--- config.mk ---
export PLATFORM = sky130hd
export DESIGN_NAME = xor_checked_frame_deframer_flat
export DESIGN_NICKNAME = d
export VERILOG_FILES = /design/src/xcfd_pkg.sv /design/src/xcfd_if.sv /design/src/xor_checked_frame_deframer.sv /design/src/xcfd_parser.sv /design/src/xcfd_result_fifo.sv /design/src/flat_wrapper.sv
export SDC_FILE = /design/constraint.sdc
export NUM_CORES = 1
export LEC_CHECK = 0
export BUFFER_PORTS_ARGS = -buffer_cell sky130_fd_sc_hd__buf_2
export CORE_AREA = 2 2 164 166
export DETAILED_ROUTE_END_ITERATION = 8
export DIE_AREA = 0 0 166 168
export GPL_TIMING_DRIVEN = 0
export PLACE_DENSITY = 0.85
export RECOVER_POWER = 100
export REMOVE_ABC_BUFFERS = 1
export SLEW_MARGIN = 40
export SYNTH_ARGS = -nofsm -noshare
export SYNTH_HDL_FRONTEND = slang
export SYNTH_SLANG_ARGS = --single-unit
--- constraint.sdc ---
create_clock -name clk_i -period 9.3 [get_ports clk_i]
set_input_delay 0.93 -clock clk_i [delete_from_list [all_inputs] [get_ports clk_i]]
set_output_delay 0.93 -clock clk_i [all_outputs]
set_load 0.01 [all_outputs]
--- src/xcfd_pkg.sv ---
// xcfd_pkg: shared types and constants of the xor checked frame deframer
// no dependencies; used by the parser, the result queue and the top level
`default_nettype none

package xcfd_pkg;

  // framing bytes
  localparam logic [7:0] HDR_BYTE  = 8'h24;
  localparam logic [7:0] MARK_BYTE = 8'h23;
  localparam logic [7:0] CR_BYTE   = 8'h0D;
  localparam logic [7:0] LF_BYTE   = 8'h0A;

  localparam logic [15:0] MAX_LEN_RESET = 16'd128;

  // result queue geometry
  localparam int unsigned FIFO_DEPTH = 4;
  localparam int unsigned FIFO_AW    = $clog2(FIFO_DEPTH);

  typedef enum logic [2:0] {
    ST_GOOD    = 3'd0,
    ST_NOMARK  = 3'd1,
    ST_CSUM    = 3'd2,
    ST_TRAILER = 3'd3,
    ST_TOOLONG = 3'd4,
    ST_TRUNC   = 3'd5
  } status_e;

  typedef enum logic {
    KIND_PAYLOAD = 1'b0,
    KIND_REPORT  = 1'b1
  } kind_e;

  typedef struct packed {
    logic        kind;
    logic [7:0]  data_byte;
    logic [15:0] byte_index;
    logic [15:0] command;
    logic [15:0] payload_length;
    logic [2:0]  status;
  } result_t;

  // up to two results produced by one input byte
  typedef struct packed {
    logic [1:0] count;
    result_t    res0;
    result_t    res1;
  } push_t;

endpackage

`default_nettype wire

--- src/xcfd_if.sv ---
// xcfd_byte_if and xcfd_result_if: valid/ready channels of the deframer
// depends on nothing but the port widths of the block
`default_nettype none

interface xcfd_byte_if;
  logic       valid;
  logic       ready;
  logic [7:0] rx_byte;
  logic       buffer_end;

  modport source (output valid, output rx_byte, output buffer_end, input ready);
  modport sink   (input valid, input rx_byte, input buffer_end, output ready);
endinterface

interface xcfd_result_if;
  logic        valid;
  logic        ready;
  logic        kind;
  logic [7:0]  data_byte;
  logic [15:0] byte_index;
  logic [15:0] command;
  logic [15:0] payload_length;
  logic [2:0]  status;

  modport source (output valid, output kind, output data_byte, output byte_index,
                  output command, output payload_length, output status, input ready);
  modport sink   (input valid, input kind, input data_byte, input byte_index,
                  input command, input payload_length, input status, output ready);
endinterface

`default_nettype wire

--- src/xor_checked_frame_deframer.sv ---
// xor_checked_frame_deframer: top level, length register, parser and result queue
// depends on xcfd_pkg, xcfd_if, xcfd_parser and xcfd_result_fifo
//
// Usage:
//   byte_i carries the received stream, one rx_byte per transfer, with
//   buffer_end set on the last byte of a receive buffer. result_o carries
//   payload bytes (kind 0) as they arrive and one report (kind 1) at the end
//   of every frame that got past its header, with command, length and status.
//   cfg_we_i/cfg_wdata_i write the longest accepted payload length; write it
//   only while the block is idle.
// Results: each result is queued with its byte transfer, behind older results.
// Throughput: one byte per cycle while byte_i.ready is high. A byte that causes
//   two results (a payload byte with buffer_end set) pushes both; the queue
//   holds four entries and byte_i.ready drops while it holds more than two.
// Stall: when the receiver holds result_o.ready low, results wait in the
//   queue in order and byte_i keeps taking bytes until the queue is nearly full.
// Reset: hunting for a header, maximum length 128, queue empty.
`default_nettype none

module xor_checked_frame_deframer (
  input  wire logic        clk_i,
  input  wire logic        rst_ni,
  input  wire logic        cfg_we_i,
  input  wire logic [15:0] cfg_wdata_i,
  xcfd_byte_if.sink        byte_i,
  xcfd_result_if.source    result_o
);
  import xcfd_pkg::*;

  logic [15:0] max_len_q;
  logic        fire;
  logic        space;
  push_t       push;
  result_t     head;

  always_ff @(posedge clk_i or negedge rst_ni) begin
    if (!rst_ni) begin
      max_len_q <= MAX_LEN_RESET;
    end else if (cfg_we_i) begin
      max_len_q <= cfg_wdata_i;
    end
  end

  assign byte_i.ready = space;
  assign fire         = byte_i.valid & space;

  xcfd_parser u_parser (
    .clk_i        (clk_i),
    .rst_ni       (rst_ni),
    .fire_i       (fire),
    .rx_byte_i    (byte_i.rx_byte),
    .buffer_end_i (byte_i.buffer_end),
    .max_len_i    (max_len_q),
    .push_o       (push)
  );

  xcfd_result_fifo u_fifo (
    .clk_i   (clk_i),
    .rst_ni  (rst_ni),
    .push_i  (push),
    .space_o (space),
    .valid_o (result_o.valid),
    .ready_i (result_o.ready),
    .data_o  (head)
  );

  assign result_o.kind           = head.kind;
  assign result_o.data_byte      = head.data_byte;
  assign result_o.byte_index     = head.byte_index;
  assign result_o.command        = head.command;
  assign result_o.payload_length = head.payload_length;
  assign result_o.status         = head.status;

endmodule

`default_nettype wire

--- src/xcfd_parser.sv ---
// xcfd_parser: frame state machine, one input byte per cycle while fire_i is set, up to two results
// depends on xcfd_pkg
`default_nettype none

module xcfd_parser (
  input  wire logic            clk_i,
  input  wire logic            rst_ni,
  input  wire logic            fire_i,
  input  wire logic [7:0]      rx_byte_i,
  input  wire logic            buffer_end_i,
  input  wire logic [15:0]     max_len_i,
  output xcfd_pkg::push_t      push_o
);
  import xcfd_pkg::*;

  typedef enum logic [3:0] {
    PH_HUNT0, PH_HUNT1, PH_CMD_HI, PH_CMD_LO, PH_LEN_LO, PH_LEN_HI,
    PH_PAYLOAD, PH_MARK, PH_CSUM, PH_CR, PH_LF
  } phase_e;

  phase_e      phase_q, phase_d;
  logic [15:0] count_q, count_d;
  logic [15:0] len_q, len_d;
  logic [15:0] cmd_q, cmd_d;
  logic [7:0]  csum_q, csum_d;

  function automatic result_t mk_result(logic kind, logic [7:0] data, logic [15:0] idx,
                                        logic [15:0] cmd, logic [15:0] len,
                                        logic [2:0] st);
    result_t r;
    r.kind           = kind;
    r.data_byte      = data;
    r.byte_index     = idx;
    r.command        = cmd;
    r.payload_length = len;
    r.status         = st;
    return r;
  endfunction

  always_comb begin
    result_t    r;
    logic       rep;
    logic [2:0] rep_st;
    phase_d = phase_q;
    count_d = count_q;
    len_d   = len_q;
    cmd_d   = cmd_q;
    csum_d  = csum_q;
    push_o  = '0;
    rep     = 1'b0;
    rep_st  = ST_GOOD;
    r       = '0;

    if (fire_i) begin
      case (phase_q)
        PH_HUNT0: begin
          if (rx_byte_i == HDR_BYTE) phase_d = PH_HUNT1;
        end
        PH_HUNT1: begin
          if (rx_byte_i == HDR_BYTE) begin
            phase_d = PH_CMD_HI;
            count_d = '0;
            len_d   = '0;
            cmd_d   = '0;
            csum_d  = '0;
          end else begin
            phase_d = PH_HUNT0;
          end
        end
        PH_CMD_HI: begin
          cmd_d   = {rx_byte_i, 8'h00};
          csum_d  = rx_byte_i;
          phase_d = PH_CMD_LO;
        end
        PH_CMD_LO: begin
          cmd_d   = {cmd_q[15:8], rx_byte_i};
          csum_d  = csum_q ^ rx_byte_i;
          phase_d = PH_LEN_LO;
        end
        PH_LEN_LO: begin
          len_d   = {8'h00, rx_byte_i};
          csum_d  = csum_q ^ rx_byte_i;
          phase_d = PH_LEN_HI;
        end
        PH_LEN_HI: begin
          len_d   = {rx_byte_i, len_q[7:0]};
          csum_d  = csum_q ^ rx_byte_i;
          count_d = '0;
          if (len_d > max_len_i) begin
            rep    = 1'b1;
            rep_st = ST_TOOLONG;
          end else if (len_d == 16'd0) begin
            phase_d = PH_MARK;
          end else begin
            phase_d = PH_PAYLOAD;
          end
        end
        PH_PAYLOAD: begin
          push_o.res0  = mk_result(KIND_PAYLOAD, rx_byte_i, count_q, cmd_q, len_q, ST_GOOD);
          push_o.count = 2'd1;
          csum_d       = csum_q ^ rx_byte_i;
          count_d      = count_q + 16'd1;
          if (count_d >= len_q) phase_d = PH_MARK;
        end
        PH_MARK: begin
          if (rx_byte_i != MARK_BYTE) begin
            rep    = 1'b1;
            rep_st = ST_NOMARK;
          end else begin
            phase_d = PH_CSUM;
          end
        end
        PH_CSUM: begin
          if (rx_byte_i != csum_q) begin
            rep    = 1'b1;
            rep_st = ST_CSUM;
          end else begin
            phase_d = PH_CR;
          end
        end
        PH_CR: begin
          if (rx_byte_i != CR_BYTE) begin
            rep    = 1'b1;
            rep_st = ST_TRAILER;
          end else begin
            phase_d = PH_LF;
          end
        end
        PH_LF: begin
          rep    = 1'b1;
          rep_st = (rx_byte_i == LF_BYTE) ? ST_GOOD : ST_TRAILER;
        end
        default: begin
          phase_d = PH_HUNT0;
        end
      endcase

      if (rep) begin
        push_o.res0  = mk_result(KIND_REPORT, 8'h00, count_d, cmd_d, len_d, rep_st);
        push_o.count = 2'd1;
        phase_d      = PH_HUNT0;
      end

      // buffer end cuts off any frame that got past its header
      if (buffer_end_i) begin
        if (phase_d != PH_HUNT0 && phase_d != PH_HUNT1) begin
          r = mk_result(KIND_REPORT, 8'h00, count_d, cmd_d, len_d, ST_TRUNC);
          if (push_o.count == 2'd0) begin
            push_o.res0  = r;
            push_o.count = 2'd1;
          end else begin
            push_o.res1  = r;
            push_o.count = 2'd2;
          end
        end
        phase_d = PH_HUNT0;
      end
    end
  end

  always_ff @(posedge clk_i or negedge rst_ni) begin
    if (!rst_ni) begin
      phase_q <= PH_HUNT0;
      count_q <= '0;
      len_q   <= '0;
      cmd_q   <= '0;
      csum_q  <= '0;
    end else begin
      phase_q <= phase_d;
      count_q <= count_d;
      len_q   <= len_d;
      cmd_q   <= cmd_d;
      csum_q  <= csum_d;
    end
  end

endmodule

`default_nettype wire

--- src/xcfd_result_fifo.sv ---
// xcfd_result_fifo: small result queue, up to two writes and one read per cycle
// depends on xcfd_pkg
`default_nettype none

module xcfd_result_fifo (
  input  wire logic              clk_i,
  input  wire logic              rst_ni,
  input  wire xcfd_pkg::push_t   push_i,
  output logic                   space_o,
  output logic                   valid_o,
  input  wire logic              ready_i,
  output xcfd_pkg::result_t      data_o
);
  import xcfd_pkg::*;

  localparam int unsigned CW = FIFO_AW + 1;

  result_t             mem_q [FIFO_DEPTH];
  logic [FIFO_AW-1:0]  wr_ptr_q, rd_ptr_q;
  logic [CW-1:0]       count_q, count_d;
  logic                pop;

  assign valid_o = (count_q != '0);
  assign data_o  = mem_q[rd_ptr_q];
  assign pop     = valid_o & ready_i;
  // room for the two results one byte can cause
  assign space_o = (count_q <= CW'(FIFO_DEPTH - 2));
  assign count_d = count_q + CW'(push_i.count) - CW'(pop);

  always_ff @(posedge clk_i) begin
    if (push_i.count != 2'd0) mem_q[wr_ptr_q] <= push_i.res0;
    if (push_i.count == 2'd2) mem_q[wr_ptr_q + FIFO_AW'(1)] <= push_i.res1;
  end

  always_ff @(posedge clk_i or negedge rst_ni) begin
    if (!rst_ni) begin
      wr_ptr_q <= '0;
      rd_ptr_q <= '0;
      count_q  <= '0;
    end else begin
      wr_ptr_q <= wr_ptr_q + FIFO_AW'(push_i.count);
      rd_ptr_q <= rd_ptr_q + FIFO_AW'(pop);
      count_q  <= count_d;
    end
  end

endmodule

`default_nettype wire
--- src/flat_wrapper.sv ---
// flat-port wrapper written by rule: the top's interface ports become plain ports
module xor_checked_frame_deframer_flat import xcfd_pkg::*;
  (clk_i, rst_ni, cfg_we_i, cfg_wdata_i, byte_i_valid, byte_i_rx_byte, byte_i_buffer_end, byte_i_ready, result_o_valid, result_o_kind, result_o_data_byte, result_o_byte_index, result_o_command, result_o_payload_length, result_o_status, result_o_ready);
  xcfd_byte_if byte_i_i ();
  xcfd_result_if result_o_i ();
  input  wire logic clk_i;
  input  wire logic rst_ni;
  input  wire logic cfg_we_i;
  input  wire logic [15:0] cfg_wdata_i;
  input wire logic [$bits(byte_i_i.valid)-1:0] byte_i_valid;
  input wire logic [$bits(byte_i_i.rx_byte)-1:0] byte_i_rx_byte;
  input wire logic [$bits(byte_i_i.buffer_end)-1:0] byte_i_buffer_end;
  output wire logic [$bits(byte_i_i.ready)-1:0] byte_i_ready;
  output wire logic [$bits(result_o_i.valid)-1:0] result_o_valid;
  output wire logic [$bits(result_o_i.kind)-1:0] result_o_kind;
  output wire logic [$bits(result_o_i.data_byte)-1:0] result_o_data_byte;
  output wire logic [$bits(result_o_i.byte_index)-1:0] result_o_byte_index;
  output wire logic [$bits(result_o_i.command)-1:0] result_o_command;
  output wire logic [$bits(result_o_i.payload_length)-1:0] result_o_payload_length;
  output wire logic [$bits(result_o_i.status)-1:0] result_o_status;
  input wire logic [$bits(result_o_i.ready)-1:0] result_o_ready;
  assign byte_i_i.valid = byte_i_valid;
  assign byte_i_i.rx_byte = byte_i_rx_byte;
  assign byte_i_i.buffer_end = byte_i_buffer_end;
  assign byte_i_ready = byte_i_i.ready;
  assign result_o_valid = result_o_i.valid;
  assign result_o_kind = result_o_i.kind;
  assign result_o_data_byte = result_o_i.data_byte;
  assign result_o_byte_index = result_o_i.byte_index;
  assign result_o_command = result_o_i.command;
  assign result_o_payload_length = result_o_i.payload_length;
  assign result_o_status = result_o_i.status;
  assign result_o_i.ready = result_o_ready;
  xor_checked_frame_deframer u_core (.clk_i(clk_i), .rst_ni(rst_ni), .cfg_we_i(cfg_we_i), .cfg_wdata_i(cfg_wdata_i), .byte_i(byte_i_i), .result_o(result_o_i));
endmodule
==> results of run 1 <==
-- layer usage --
layer | part of all wire | up-vias | GRT usage
met3 | 0.13 | 243 | 0.0837
met2 | 0.46 | 1158 | 0.540
met4 | 0.055 | 2 | 0.177
li1 | - | 5864 | -
met5 | 0.00017 | - | 0
met1 | 0.35 | 6610 | 0.445
-- sequential cells by signal (all words and copies together), names as in the netlist, 3 cells and up --
signal / count
u_core.u_parser.cmd_q: 16
u_core.u_parser.csum_q: 8
u_core.u_parser.phase_q: 4
u_core.u_parser.count_q: 16
u_core.u_fifo.count_q: 3
u_core.u_parser.len_q: 16
u_core.max_len_q: 16
u_core.u_fifo.mem_q: 240
-- power groups by stage --
stage	logic, mW	registers [mW]	clock network [mW]
6_report	1.52	1.89	1.46
5_1_grt	1.62	1.90	1.52
4_1_cts	1.53	1.88	1.46
3_5_place_dp	1.51	1.91	0
3_3_place_gp	1.30	1.98	0
2_1_floorplan	0.919	1.89	0
-- tightest hold or removal path, cell delays in order, from the launching register on --
cell and delay (ps):
dfxtp_1 300, nand2_1 50, mux2i_1 60
-- synth_stat cells (7+ instances only) --
| master | instances |
|---|---|
| a21o_1 | 11 |
| a21oi_1 | 40 |
| a22o_1 | 143 |
| a22oi_1 | 9 |
| a32o_1 | 9 |
| a32oi_1 | 17 |
| and2_1 | 8 |
| and3_1 | 9 |
| buf_1 | 7 |
| buf_2 | 17 |
| buf_6 | 7 |
| clkbuf_1 | 97 |
| dfrtp_1 | 82 |
| dfxtp_1 | 36 |
| edfxtp_1 | 204 |
| ha_1 | 37 |
| inv_1 | 41 |
| mux2i_1 | 8 |
| mux4_2 | 60 |
| nand2_1 | 151 |
| nand2b_1 | 14 |
| nand3_1 | 21 |
| nand4_1 | 27 |
| nor2_1 | 57 |
| nor2b_1 | 8 |
| nor3_1 | 10 |
| o211ai_1 | 11 |
| o21ai_0 | 133 |
| o21ai_1 | 9 |
| o22ai_1 | 56 |
| o2bb2ai_1 | 17 |
| o31a_1 | 9 |
| o31ai_1 | 11 |
| xnor2_1 | 20 |
| xor2_1 | 8 |
-- through the flow --
step	area, um^2	setup slack, ps
after floorplan	16600	2710
after CTS	19300	3320
after detailed placement	18100	2780
final	19100	1830
after global placement	17500	-816
after global routing	19100	1670
-- cells by family (layout without fill, tap and decap cells) --
| group | Yosys count | after routing | share of synthesized area |
|---|---|---|---|
| muxes | 70 | 70 | 0.0845 |
| and+or+nand+nor | 328 | 328 | 0.0884 |
| xor gates and xnor gates | 28 | 28 | 0.0142 |
| adders and majority gates | 38 | 38 | 0.0281 |
| other | 0 | 1 | 0 |
| buffers and inverters | 171 | 219 | 0.0420 |
| DFF | 323 | 323 | 0.519 |
| AOI/OAI and AO/OA | 525 | 525 | 0.224 |
-- final timing paths --
path	cells past startpoint	end
worst max-delay path	17	u_core.u_fifo.mem_q[0][11]$_DFFE_PP_
worst min-delay path	2	u_core.u_fifo.mem_q[2][55]$_SDFFE_PP0N_
worst max register to register	16	u_core.u_fifo.mem_q[0][11]$_DFFE_PP_
worst min register to register	2	u_core.u_fifo.mem_q[2][55]$_SDFFE_PP0N_
max in group asynchronous	2	u_core.u_parser.csum_q[1]$_DFFE_PN0P_
min in group asynchronous	1	u_core.u_fifo.rd_ptr_q[1]$_DFF_PN0_
-- cell type report --
cell class	instances	area, um^2
Antenna cell	1	2.50
Clock buffer	50	1010
Clock inverter	14	190
Fill cell	1668	7280
Inverter	41	154
Multi-Input combinational cell	989	7660
Sequential cell	323	8930
Tap cell	341	427
Timing Repair Buffer	114	702
==> flow_summary.yaml, run 1 <==
run_status:
  outcome: "finished, violations left"
  failed_checks: "capacitance limit, slew limit"
worst_setup_path:
  worst_setup_path_start_kind: "primary input"
  crit_start: "byte_i_rx_byte[2]"
  crit_top_cell: "clkbuf_1"
  crit_path_end_kind: "flop"
  r2r_slack_ps: 2550
  required_ps: 9680
  arrival_ps: 7850
  cp_max_fo: 16
  crit_slowest_cell: "clkbuf_1"
  critPathBufInv: 3
  crit_type: "in2reg"
  r2r_start: "u_core.u_parser.len_q[6]$_DFFE_PN0P_"
  crit_family: "compound AO/OA/AOI/OAI gates"
  path_cells: "clkbuf_1, ha_1, nand2_1, nor3_1, a2111o_1, o31ai_1, o21ai_0, nor2_1, ha_1, nor2b_1, and3_1, and3_1, nand2_1, o31ai_1, clkbuf_1, clkbuf_1, a22o_1"
  crit_path_max_incr_delay_ps: 870
cts:
  cts_root_buf: "clkbuf_16"
  clkSlewWorstSetupHoldPaths_ps: 60
  numCtsBuffers: 35
  insertion_delay_ps: 540
  cts_tree: "done"
  cts.path.max_buffers: 3
  cts_setup_buffers: 0
  clock_sinks: 323
  cts_max_level: 2
  ctsResizeCount: 0
  ctsHoldBuffers: 0
pwr:
  seq_power_share: 0.388
  p_sw_mw: 1.74
  p_per_area_mw_per_mm2: 255
  p_leak_nw: 6.90
  peakVddDrop_mv: 0.203
  clock_power_share: 0.299
  p_total_mw: 4.87
  swShare: 0.358
  p_int_mw: 3.13
  p_comb_frac: 0.313
logic_synthesis:
  yosysTopAreaCell: "edfxtp_1"
  netlist_area_mm2: 0.0172
  ys_seq_elements: 323
  synth_edf_count: 204
  synth_flop_cell: "edfxtp_1"
  synth_area_leaders: "edfxtp_1 36%, dfrtp_1 12%, mux4_2 7.9%"
  synth_cells: 1483
  netlist.area_leader.share: 0.356
  synth-warning-count: 0
  ys_async_sr_fraction: 0.257
  avgSynthCellArea_um2: 11.6
  synth.yosys.seq_area_share: 0.518
  ys_types: 77
floorplan:
  ioPinCount: 92
  design.core.area_mm2: 0.0264
  dieWidth_um: 166
  rows: 60
  start_util: 0.653
  die_area_mm2: 0.0279
  dieHeight_um: 168
placed_design:
  gp_congestion: 0.935
  dpl.hpwl_um: 30000
  portBuffers: 91
  place_inst: 1804
sta:
  fmax_mhz: 134
  tightest_slew_ps: 3080
  slew_headroom: -1.06
  finClkSkew_ps: 28.7
  period_minus_slack_ps: 7470
  hold_violations: 0
  tns_ps: 0
  report.final.setup_viol: 0
  rsz0062_at_grt: "no"
  holdWs_ps: 462
  period_share: 0.804
  drv_slew: 204
grt:
  grt_overflow: 0
  grt_pass1_vias: 13417
  grt_pass1_wl_um: 75000
  grt_start_max_net_pins: 49
  antenna_found_initial: 1
  grt.total_usage: 0.342
job:
  maxCapViolations: 10
final_layout:
  post-route-util: 0.724
  drive_above_1_share: 0.131
  finalNetCount: 1572
  areaGrowthSynthToFinish_pct: 10.8
  layout_commonest_cell: "edfxtp_1"
  layout.cells.most_common_list: "204 x edfxtp_1, 144 x nand2_1, 143 x a22o_1, 139 x o21ai_0, 81 x dfrtp_1"
  instances_no_fill: 1873
route:
  wl_per_cell_um: 25.9
  ant_nets: 0
  drcViolationCount: 0
  drtIter0Drc: 1862
  first_pass_iters: 6
  vias: 13877
  viasPerCell: 7.41
  routed_wl_um: 48400
worst_hold_path:
  min_path_type: "reg2reg"
  min-delay-start: "u_core.u_fifo.mem_q[2][55]$_SDFFE_PP0N_"
Power figures use the tool's default switching activity.
==> run 2: changes to the inputs <==
CORE_AREA = 2 2 170 172   (was 2 2 164 166)
DIE_AREA = 0 0 172 174   (was 0 0 166 168)
PLACE_DENSITY = 0.8   (was 0.85)
clock period = 7.41 ns   (was 9.3 ns; I/O delays follow)
==> run 2 against run 1 <==
The run still ends with capacitance limit, slew limit left. Via count shrank 2.6%. Power grew 25%. Sequential power is 24% higher. Hold slack got worse by 29 ps. Routed wire length decreased by 1.7%. Clock power is 23% higher. Critical path depth decreased by 2. Die area rose by 7.3%. Critical endpoint is now u_core.u_fifo.mem_q[1][32]$_DFFE_PP_. Design area is 0.87% higher. Sequential share of layout area fell by 0.40 points.
==> flow_summary.yaml, run 2 (synthesized netlist as in run 1, its figures left out) <==
placed_design:
  place_area_mm2: 0.0182
  portBuffers: 91
  gp_congestion: 0.933
  dpl.hpwl_um: 30000
job:
  maxCapViolations: 8
cts:
  ctsHoldBuffers: 0
  clkSlewWorstSetupHoldPaths_ps: 60
  clock_sinks: 323
  cts.path.max_buffers: 3
  ctsResizeCount: 0
  numCtsBuffers: 35
  cts_tree: "done"
  cts_setup_buffers: 0
  cts_max_level: 2
  insertion_delay_ps: 530
  cts_root_buf: "clkbuf_16"
final_layout:
  regMostFlops: "u_core.u_fifo.mem_q"
  layout_commonest_cell: "edfxtp_1"
  finalNetCount: 1575
  largest_reg_flops: 240
  n_antenna_cell: 0
  layout.cells.most_common_list: "204 x edfxtp_1, 143 x nand2_1, 143 x a22o_1, 138 x o21ai_0, 81 x dfrtp_1"
  drive_above_1_share: 0.139
  areaGrowthSynthToFinish_pct: 11.8
  finalInstanceArea_mm2: 0.0192
route:
  first_pass_iters: 7
  routed_wl_um: 47600
  wl_met2_um: 22500
  viasPerCell: 7.05
  drtIter0Drc: 1736
  wl_per_cell_um: 24.8
  ant_nets: 0
  highest_layer: "met5"
  drt-met1-wl_um: 17300
  vias: 13520
  drcViolationCount: 0
  dr_wl_met3_um: 5460
grt:
  antenna_found_initial: 1
  grt.total_usage: 0.318
  grt_overflow: 0
  grt_pass1_vias: 13213
  grt_start_max_net_pins: 61
  grt_pass1_wl_um: 73200
pwr:
  p_per_area_mw_per_mm2: 317
  p_total_mw: 6.10
  p_leak_nw: 6.95
  peakVddDrop_mv: 0.223
floorplan:
  design.core.area_mm2: 0.0282
  die_area_mm2: 0.0299
  start_util: 0.610
  dieHeight_um: 174
  rows: 62
  dieWidth_um: 172
  ioPinCount: 92
sta:
  rsz0062_at_grt: "no"
  drv_slew: 194
  period_minus_slack_ps: 6690
  slew_headroom: -1.47
  fmax_mhz: 149
  tightest_slew_ps: 3700
  finClkSkew_ps: 20.5
  period_share: 0.903
  report.final.setup_viol: 0
  hold_violations: 0
  tns_ps: 0
worst_setup_path:
  arrival_ps: 7070
  required_ps: 7790
  cp_max_fo: 23
  crit_type: "in2reg"
  crit_path_end_kind: "flop"
  path_cells: "clkbuf_1, ha_1, nand2_1, nor3_1, a2111o_1, o31ai_1, o21ai_4, nor2_1, ha_1, nor2b_1, nand3_1, nor3_4, nand2_1, o21ai_1, a22o_1"
  worst_setup_path_start_kind: "primary input"
  crit_slowest_cell: "o21ai_1"
  crit_path_max_incr_delay_ps: 1190
run_status:
  failed_checks: "capacitance limit, slew limit"
  outcome: "finished, violations left"
worst_hold_path:
  min_path_type: "in2reg"
run 2: routing by layer:
metal,vias to the layer above,track usage
met5,-,0
li1,5871,-
met3,199,0.0674
met1,6498,0.423
met2,950,0.503
met4,2,0.150
run 2: cell type report:
type                            count  area (um^2)
Fill cell                        2075         9000
Sequential cell                   323         8930
Multi-Input combinational cell    989         7690
Clock buffer                       43          933
Timing Repair Buffer              117          812
Tap cell                          384          480
Clock inverter                     21          243
Inverter                           41          154
run 2: critical path, delay by kind of cell:
family                     cells  cell delay, ps
buffers and inverters          1             890
AOI/OAI and AO/OA              5            2990
adders and majority gates      2             650
and+or+nand+nor                7            1740
run 2: path summary, 6_finish.rpt:
path	from	endpoint	slack [ps]	cells past startpoint
setup / recovery	byte_i_rx_byte[2]	u_core.u_fifo.mem_q[1][32]$_DFFE_PP_	720	15
hold / removal	cfg_wdata_i[13]	u_core.max_len_q[13]$_DFFE_PN0P_	430	3
setup reg to reg	u_core.max_len_q[13]$_DFFE_PN0P_	u_core.u_fifo.mem_q[1][32]$_DFFE_PP_	1350	15
hold reg to reg	u_core.u_fifo.mem_q[2][55]$_SDFFE_PP0N_	u_core.u_fifo.mem_q[2][55]$_SDFFE_PP0N_	460	2
max in group asynchronous	rst_ni	u_core.max_len_q[4]$_DFFE_PN0P_	2650	2
min in group asynchronous	rst_ni	u_core.u_fifo.count_q[2]$_DFF_PN0_	580	1
run 2: report_power, final:
group | switching, mW | internal (mW)
combinational | 1.20 | 0.757
sequential | 0.255 | 2.09
clock | 0.722 | 1.08
run 2: through the flow:
stage	hold WS (ps)	instances	worst slack, ps	util
after floorplan	433	1353	1010	-
after global placement	445	1828	-2600	0.623
after detailed placement	455	1850	1210	0.645
after CTS	58.6	1914	1740	0.687
after global routing	443	1918	692	0.681
final	433	1918	716	0.681
